## config.mk

```make
export PLATFORM = sky130hd
export DESIGN_NAME = utf8_stream_decoder_flat
export DESIGN_NICKNAME = d
export VERILOG_FILES = /design/src/rtl/u8d_pkg.sv /design/src/rtl/u8d_if.sv /design/src/rtl/utf8_stream_decoder.sv /design/src/flat_wrapper.sv
export SDC_FILE = /design/constraint.sdc
export NUM_CORES = 1
export LEC_CHECK = 0
export BUFFER_PORTS_ARGS = -buffer_cell sky130_fd_sc_hd__buf_2
export CORE_UTILIZATION = 25
export CTS_CLUSTER_DIAMETER = 40
export DETAILED_ROUTE_END_ITERATION = 12
export MAX_ROUTING_LAYER = met4
export PLACE_DENSITY = 0.45
export SLEW_MARGIN = 0
export SYNTH_ARGS = -nofsm -noshare
export SYNTH_HDL_FRONTEND = slang
export SYNTH_SLANG_ARGS = --single-unit
```

## constraint.sdc

```tcl
create_clock -name clk -period 5.67 [get_ports clk]
set_clock_uncertainty 0.15 [all_clocks]
set_input_delay 1.134 -clock clk [delete_from_list [all_inputs] [get_ports clk]]
set_output_delay 1.134 -clock clk [all_outputs]
set_load 0.05 [all_outputs]
```

## src/rtl/u8d_pkg.sv

```systemverilog
// ----------------------------------------------------------------------------
// u8d_pkg
// shared types and constants of the six-byte utf-8 stream decoder
// ----------------------------------------------------------------------------
package u8d_pkg;

	localparam int unsigned ByteW = 8;
	localparam int unsigned CpW   = 31;
	localparam int unsigned CntW  = 3;

	typedef logic [ByteW-1:0] byte_t;
	typedef logic [CpW-1:0]   cp_t;
	typedef logic [CntW-1:0]  cnt_t;

	typedef enum logic [1:0] {
		ST_CHAR    = 2'd0,
		ST_INVALID = 2'd1,
		ST_END     = 2'd2
	} status_t;

endpackage

```

## src/rtl/u8d_if.sv

```systemverilog
// ----------------------------------------------------------------------------
// u8d_in_if / u8d_out_if
// valid/ready channels for encoded bytes and decoded characters
// ----------------------------------------------------------------------------
interface u8d_in_if import u8d_pkg::*; ();
	logic  valid;
	logic  ready;
	byte_t data_byte;
	logic  end_of_input;

	modport source (output valid, data_byte, end_of_input, input ready);
	modport sink   (input valid, data_byte, end_of_input, output ready);
endinterface

interface u8d_out_if import u8d_pkg::*; ();
	logic    valid;
	logic    ready;
	cp_t     code_point;
	status_t status;

	modport source (output valid, code_point, status, input ready);
	modport sink   (input valid, code_point, status, output ready);
endinterface

```

## src/rtl/utf8_stream_decoder.sv

```systemverilog
// ----------------------------------------------------------------------------
// utf8_stream_decoder
// byte-serial decoder for the original six-byte utf-8 form
// ----------------------------------------------------------------------------
//  channel | direction | payload                      | handshake
//  enc     | in        | data_byte[8], end_of_input   | valid/ready
//  dec     | out       | code_point[31], status[2]    | valid/ready
//
//  one byte per cycle unless a stalled result holds the input: input register, decode, result register
//  an accepted byte is held in the input register and its result is registered in the result register
//  lead bytes that start a sequence and inner continuation bytes give no result
//  arst_n clears the sequence state and both valid flags
//  a stalled result holds only the input register; that stage still drains
//  when its byte gives no result
// ----------------------------------------------------------------------------
module utf8_stream_decoder import u8d_pkg::*; (
	input  logic         clk,
	input  logic         arst_n,
	u8d_in_if.sink       enc,
	u8d_out_if.source    dec
);

	logic    valid_s1;
	byte_t   byte_s1;
	logic    end_s1;

	cnt_t    remain_q;
	cp_t     partial_q;

	logic    out_valid_q;
	cp_t     out_cp_q;
	status_t out_status_q;

	logic    has_res;
	cp_t     res_cp;
	status_t res_status;
	cnt_t    remain_d;
	cp_t     partial_d;
	logic    out_free;
	logic    adv_s1;
	cp_t     shifted;

	assign out_free  = !out_valid_q || dec.ready;
	assign adv_s1    = valid_s1 && (!has_res || out_free);
	assign enc.ready = !valid_s1 || adv_s1;
	assign shifted   = {partial_q[CpW-7:0], byte_s1[5:0]};

	always_comb begin
		has_res    = 1'b0;
		res_cp     = '0;
		res_status = ST_CHAR;
		remain_d   = remain_q;
		partial_d  = partial_q;
		if (end_s1) begin
			has_res    = 1'b1;
			res_status = ST_END;
			remain_d   = '0;
			partial_d  = '0;
		end else if (remain_q == '0) begin
			if (byte_s1[7:1] == 7'b1111110) begin
				partial_d = cp_t'(byte_s1[0]);
				remain_d  = cnt_t'(5);
			end else if (byte_s1[7:2] == 6'b111110) begin
				partial_d = cp_t'(byte_s1[1:0]);
				remain_d  = cnt_t'(4);
			end else if (byte_s1[7:3] == 5'b11110) begin
				partial_d = cp_t'(byte_s1[2:0]);
				remain_d  = cnt_t'(3);
			end else if (byte_s1[7:4] == 4'b1110) begin
				partial_d = cp_t'(byte_s1[3:0]);
				remain_d  = cnt_t'(2);
			end else if (byte_s1[7:5] == 3'b110) begin
				partial_d = cp_t'(byte_s1[4:0]);
				remain_d  = cnt_t'(1);
			end else if (byte_s1[7]) begin
				has_res    = 1'b1;
				res_status = ST_INVALID;
			end else begin
				has_res = 1'b1;
				res_cp  = cp_t'(byte_s1);
			end
		end else if (byte_s1[7:6] != 2'b10) begin
			has_res    = 1'b1;
			res_status = ST_INVALID;
			remain_d   = '0;
			partial_d  = '0;
		end else if (remain_q == cnt_t'(1)) begin
			has_res   = 1'b1;
			res_cp    = shifted;
			remain_d  = '0;
			partial_d = '0;
		end else begin
			partial_d = shifted;
			remain_d  = remain_q - cnt_t'(1);
		end
	end

	always_ff @(posedge clk or negedge arst_n) begin
		if (!arst_n) begin
			valid_s1    <= 1'b0;
			remain_q    <= '0;
			partial_q   <= '0;
			out_valid_q <= 1'b0;
		end else begin
			if (enc.ready) begin
				valid_s1 <= enc.valid;
			end
			if (adv_s1) begin
				remain_q  <= remain_d;
				partial_q <= partial_d;
			end
			if (adv_s1 && has_res) begin
				out_valid_q <= 1'b1;
			end else if (dec.ready) begin
				out_valid_q <= 1'b0;
			end
		end
	end

	always_ff @(posedge clk) begin
		if (enc.ready && enc.valid) begin
			byte_s1 <= enc.data_byte;
			end_s1  <= enc.end_of_input;
		end
		if (adv_s1 && has_res) begin
			out_cp_q     <= res_cp;
			out_status_q <= res_status;
		end
	end

	assign dec.valid      = out_valid_q;
	assign dec.code_point = out_cp_q;
	assign dec.status     = out_status_q;

endmodule

```

## src/flat_wrapper.sv

```systemverilog
// flat-port wrapper written by rule: the top's interface ports become plain ports
module utf8_stream_decoder_flat import u8d_pkg::*;
  (clk, arst_n, enc_valid, enc_data_byte, enc_end_of_input, enc_ready, dec_valid, dec_code_point, dec_status, dec_ready);
  u8d_in_if enc_i ();
  u8d_out_if dec_i ();
  input  logic clk;
  input  logic arst_n;
  input wire logic [$bits(enc_i.valid)-1:0] enc_valid;
  input wire logic [$bits(enc_i.data_byte)-1:0] enc_data_byte;
  input wire logic [$bits(enc_i.end_of_input)-1:0] enc_end_of_input;
  output wire logic [$bits(enc_i.ready)-1:0] enc_ready;
  output wire logic [$bits(dec_i.valid)-1:0] dec_valid;
  output wire logic [$bits(dec_i.code_point)-1:0] dec_code_point;
  output wire logic [$bits(dec_i.status)-1:0] dec_status;
  input wire logic [$bits(dec_i.ready)-1:0] dec_ready;
  assign enc_i.valid = enc_valid;
  assign enc_i.data_byte = enc_data_byte;
  assign enc_i.end_of_input = enc_end_of_input;
  assign enc_ready = enc_i.ready;
  assign dec_valid = dec_i.valid;
  assign dec_code_point = dec_i.code_point;
  assign dec_status = dec_i.status;
  assign dec_i.ready = dec_ready;
  utf8_stream_decoder u_core (.clk(clk), .arst_n(arst_n), .enc(enc_i), .dec(dec_i));
endmodule
```

Word level (Yosys, flattened, before mapping)
Cells that the tools add are included.
{"block": "totals", "ff_bits": 72, "in_bits": 13, "out_inout_bits": 35, "wordCells": 75}
{"block": "classes", "n_addsub": 1, "n_eq_ne": 8, "mux": 46, "n_reduce_logical": 12}
{"op": "$mux 31", "count": 8}
{"op": "$mux 25", "count": 9}
{"op": "$mux 3", "count": 9}
{"op": "$mux 1", "count": 13}
{"op": "$mux 2", "count": 6}
{"op": "$eq 7x7->1 const B", "count": 1}
{"op": "$mux 7", "count": 1}
{"op": "$ne 7x6->1 const B", "count": 1}
{"op": "$eq 6x6->1 const B", "count": 1}
{"op": "$eq 5x5->1 const B", "count": 1}
{"op": "$eq 4x4->1 const B", "count": 1}
{"op": "$eq 3x1->1 const B", "count": 1}
{"op": "$eq 3x3->1 const B", "count": 1}
{"op": "$logic_and 1x1->1", "count": 3}
{"op": "$logic_not 1->1", "count": 3}
{"op": "$logic_not 3->1", "count": 1}
{"op": "$logic_or 1x1->1", "count": 3}
{"op": "$sub 3x1->3 const B", "count": 1}
{"op": "$ne 2x2->1 const B", "count": 1}
{"op": "$reduce_and 2->1", "count": 1}
{"op": "$reduce_bool 2->1", "count": 1}

Logic depth before layout (Yosys ltp)
{"block": "logic_depth", "word_depth": 13, "mapped_depth": 8, "ltp_nobuf": 6}

Least setup slack after synthesis
No wires, ideal clock.
{"block": "synth_timing", "kind": "register to register", "startpoint": "register u_core.remain_q[0]", "endpoint": "register u_core.out_cp_q[0] (netlist: u_core.dec.code_point[0]) (enable)", "t_arrival_ps": 3606, "required_time_ps": 5056, "setup_slack_ps": 1449, "path_stages_with_launch": 7, "path_buffers": 0, "synth_period_minus_slack_ps": 4221, "cell_sequence": "dfrtp_1 > inv_1 > ha_1 > and2b_1 > a21oi_1 > a211oi_1 > nor3_1"}
{"block": "synth_via", "elab_chain_cells": 9}
{"item": "start: declaration", "line": "utf8_stream_decoder.sv:27", "source": "cnt_t remain_q;"}
{"item": "start signal: assignment", "line": "utf8_stream_decoder.sv:109", "source": "remain_q <= remain_d;"}
{"item": "$eq 3x1->1", "line": "utf8_stream_decoder.sv:87", "source": "end else if (remain_q == cnt_t'(1)) begin"}
{"item": "$mux 1", "line": "utf8_stream_decoder.sv:87"}
{"item": "$mux 1", "line": "utf8_stream_decoder.sv:82", "source": "end else if (byte_s1[7:6] != 2'b10) begin"}
{"item": "$mux 1 *", "line": "utf8_stream_decoder.sv:59", "source": "end else if (remain_q == '0) begin"}
{"item": "$mux 1 *", "line": "utf8_stream_decoder.sv:54", "source": "if (end_s1) begin"}
{"item": "$logic_not 1->1", "line": "utf8_stream_decoder.sv:44", "source": "assign adv_s1 = valid_s1 && (!has_res || out_free);"}
{"item": "$logic_or 1x1->1", "line": "utf8_stream_decoder.sv:44"}
{"item": "$logic_and 1x1->1", "line": "utf8_stream_decoder.sv:44"}
{"item": "$logic_and 1x1->1 *", "line": "utf8_stream_decoder.sv:125", "source": "if (adv_s1 && has_res) begin"}
{"item": "end signal: assignment", "line": "utf8_stream_decoder.sv:126", "source": "out_cp_q <= res_cp;"}
{"item": "end: declaration", "line": "utf8_stream_decoder.sv:31", "source": "cp_t out_cp_q;"}
Mark *: on every way between the ends. The rest lies on a longest branch, timed or not.
A chain may end at the register's enable or synchronous reset.

Final worst setup path
{"block": "layout_timing", "startpoint": "register u_core.remain_q[2]", "endpoint": "output enc_ready"}
{"block": "layout_via", "elab_chain_cells": 9}
{"item": "$eq 3x1->1", "line": "utf8_stream_decoder.sv:87"}
{"item": "$mux 1", "line": "utf8_stream_decoder.sv:87"}
{"item": "$mux 1", "line": "utf8_stream_decoder.sv:82"}
{"item": "$mux 1 *", "line": "utf8_stream_decoder.sv:59"}
{"item": "$mux 1 *", "line": "utf8_stream_decoder.sv:54"}
{"item": "$logic_not 1->1 *", "line": "utf8_stream_decoder.sv:44"}
{"item": "$logic_or 1x1->1 *", "line": "utf8_stream_decoder.sv:44"}
{"item": "$logic_and 1x1->1 *", "line": "utf8_stream_decoder.sv:44"}
{"item": "$logic_or 1x1->1 *", "line": "utf8_stream_decoder.sv:45", "source": "assign enc.ready = !valid_s1 || adv_s1;"}
{"item": "end: declaration", "line": "flat_wrapper.sv:11", "source": "output wire logic [$bits(enc_i.ready)-1:0] enc_ready;"}
Marked as above.

==> run metrics <==
Hold Path Class=flip-flop to flip-flop; post-CTS sizing=0; largest net degree at the start of global routing=33; Synth Register Bits=72; Synth Area per Inst=12.6 sq um; crit path DAT=2.96 ns; Fin Hold WS=0.372 ns; YS warnings=0; unrepaired setup endpoints after global routing=false; number of synthesized flops with an enable pin=42; GR Overflow Total=0; fin area=3890 sq um; chip height=115 um; Max VDD drop=0.000196 V; Largest stage delay, worst path=1.05 ns; total setup buffers inserted after CTS=0; first-pass GRT wire length=11300 um; clk sinks=72; Max FO, Critical Path=30; Worst-Margin Slew=1.24 ns; Period Utilization, post-route=74.8%; Relative slew margins=17.4%; critical path class=flip-flop to output pin; CTS tree=done; Max Cap Viol=0; CTS clock-pin slew for the worst setup and hold paths=0.06 ns; xor/xnor cell area share of the yosys netlist=0%; fmax=236 MHz; via count=2101; PortBufs=47; layout cells sized above 1=23.9%; WL final=7070 um; vias in the first global route=2111; H-tree depth=3; Adder-Cell Fraction of Synth Area=1.17%; core area=12600 sq um; placed cell area=3610 sq um; Net Sw Frac=39.4%; RD Place Congestion=0.858; Setup Viol. Count Final=0; initial drt markers=81; family with the most delay on the worst path=flip-flops; hold buffers post-CTS=0; clock root buffer=clkbuf_16; DP Cell Count=465; fin nets=320; Syn-to-layout area delta=21.0%; power share of the combinational group=33.4%; # IOs=48; Unique masters post-synth=50; die width=115 um; CTS max path bufs=2; row cnt=41; Mapped Area=3220 sq um; most common flop cell mapped by yosys=edfxtp_1; min Tclk post-route=4.24 ns; setup TNS=0 ns; Bufs and invs on worst path=1; WL/cell=14.7 um; Leak=0.00153 uW; post-synthesis mux area share=8.44%; sequential fraction of the synthesis area=62.6%; Internal=1170 uW; CTS Buf Count=9; R2R setup slack=2.51 ns; total track usage=11.9%; TritonRoute pass-1 iters=4; DIE AREA=13300 sq um; syn nets=272; Net Switching=759 uW; Slew Limit Fails=0; Reg power frac=39.2%; DR vias/cell=4.37; Initial Utilization=25.6%; WP data required=4.39 ns; Residual DRC=0; Final Instance Count excl. Fillers=481; Critical-path top delay cell=dfrtp_1; critical path, cell by cell=nand2b_1, a21oi_1, a211oi_1, or2_2, buf_2; Clk network pwr share=27.4%; ys async rst share=41.7%; most common cell after layout, fill and taps aside=buf_2; initial antenna violation count=0; largest family of logic cells by synthesized area=simple AND/OR/NAND/NOR gates; status=finished, final reports clean; Hold Violations, Final=0; Finished Core Util=31.0%; later-pin clock latency in the skew report=0.33 ns; Power Density=495 nW/um^2; Post-DP HPWL=4580 um; Synth Area in Compound Gates=7.00%; Syn Inst Count=256; remaining antenna violation count after routing=0; Crit. End Element=output pin; Synth Area in Simple Gates=14.4%; number of diodes=0; CP startpoint kind=flip-flop; commonest non-fill, non-tap cells in the layout=47 x buf_2, 42 x edfxtp_1, 32 x inv_1
## synth_stat cells (2+ instances only)
cell        n  share of area [%]
nand2b_1    2               0.39
ha_1        3                1.2
nand2_1    27                3.2
clkbuf_1    7               0.82
o2bb2ai_1   3               0.82
nor3b_1     2               0.47
dfrtp_1    30                 23
nor4_1     23                4.5
buf_2       2               0.31
a21oi_1     2               0.31
o21ai_0     5               0.78
nor3_1      2               0.31
o211ai_1    2               0.47
nor2b_1     3               0.58
inv_1      32                3.7
mux2i_1    23                7.2
nand3_1     2               0.31
edfxtp_1   42                 39
mux2_4      2               0.93
a211oi_1    3               0.70
and2_1      8                1.6
and3_1      3               0.58
## final timing paths
check | startpoint | endpoint | depth (start not counted)
max in group asynchronous | arst_n | u_core.partial_q[21] | 1
worst min register to register | u_core.partial_q[19] | u_core.partial_q[19] | 2
min in group asynchronous | arst_n | u_core.valid_s1 | 1
worst min-delay path | u_core.partial_q[19] | u_core.partial_q[19] | 2
worst max-delay path | u_core.remain_q[2] | enc_ready | 5
worst max register to register | u_core.end_s1 | u_core.partial_q[16] | 5
## per-stage QoR
stage | setup WS (ns) | total power (uW)
finish | 1.43 | 1930
global route | 1.26 | 2030
CTS | 1.44 | 1950
detailed placement | 1.81 | 1410
global placement | 1.91 | 1410
floorplan | 1.45 | 1280
## cells by family after synthesis
kind of cell             count (synthesis)
adder cells (fa/ha/maj)                  3
AND/OR/NAND/NOR                         81
multiplexers                            26
flip-flops                              72
AO/OA/AOI/OAI                           29
buffers and inverters                   45
## final cells by class
type                    count  area (sq um)
fillers                  1289          8680
flip-flops and latches     72          2010
multi-input cells         139          1010
repair buffers             50           258
clock buffers              12           246
well taps                 172           215
inverters                  32           120
clock inverters             4          28.8
## metal layers
layer  part of all wire (%)  track usage [%]
met3                    4.7             3.45
met5                      0                -
met1                     47             14.4
met4                    2.1             5.19
met2                     46             18.4
## state kept, by name (all words and copies together) (netlist names)
name and flops:
u_core.dec.code_point 31, u_core.partial_q 25, u_core.byte_s1 8, u_core.remain_q 3, u_core.dec.status 2, u_core.dec.valid 1, u_core.end_s1 1, u_core.valid_s1 1
## worst register-to-register path: stages, from the launching register on
cell and delay [ns]:
edfxtp_1 0.86, inv_1 0.34, o21ai_1 0.20, a211oi_4 0.91
buf_4 0.41, mux2i_1 0.22
## power groups by stage
stage / sequential, uW / clock [uW] / combinational [uW]
floorplan: 949 / 0 / 327
global placement: 765 / 0 / 646
detailed placement: 766 / 0 / 646
CTS: 758 / 539 / 650
global route: 769 / 568 / 689
finish: 755 / 528 / 644
(Power assumes the default switching activity.)
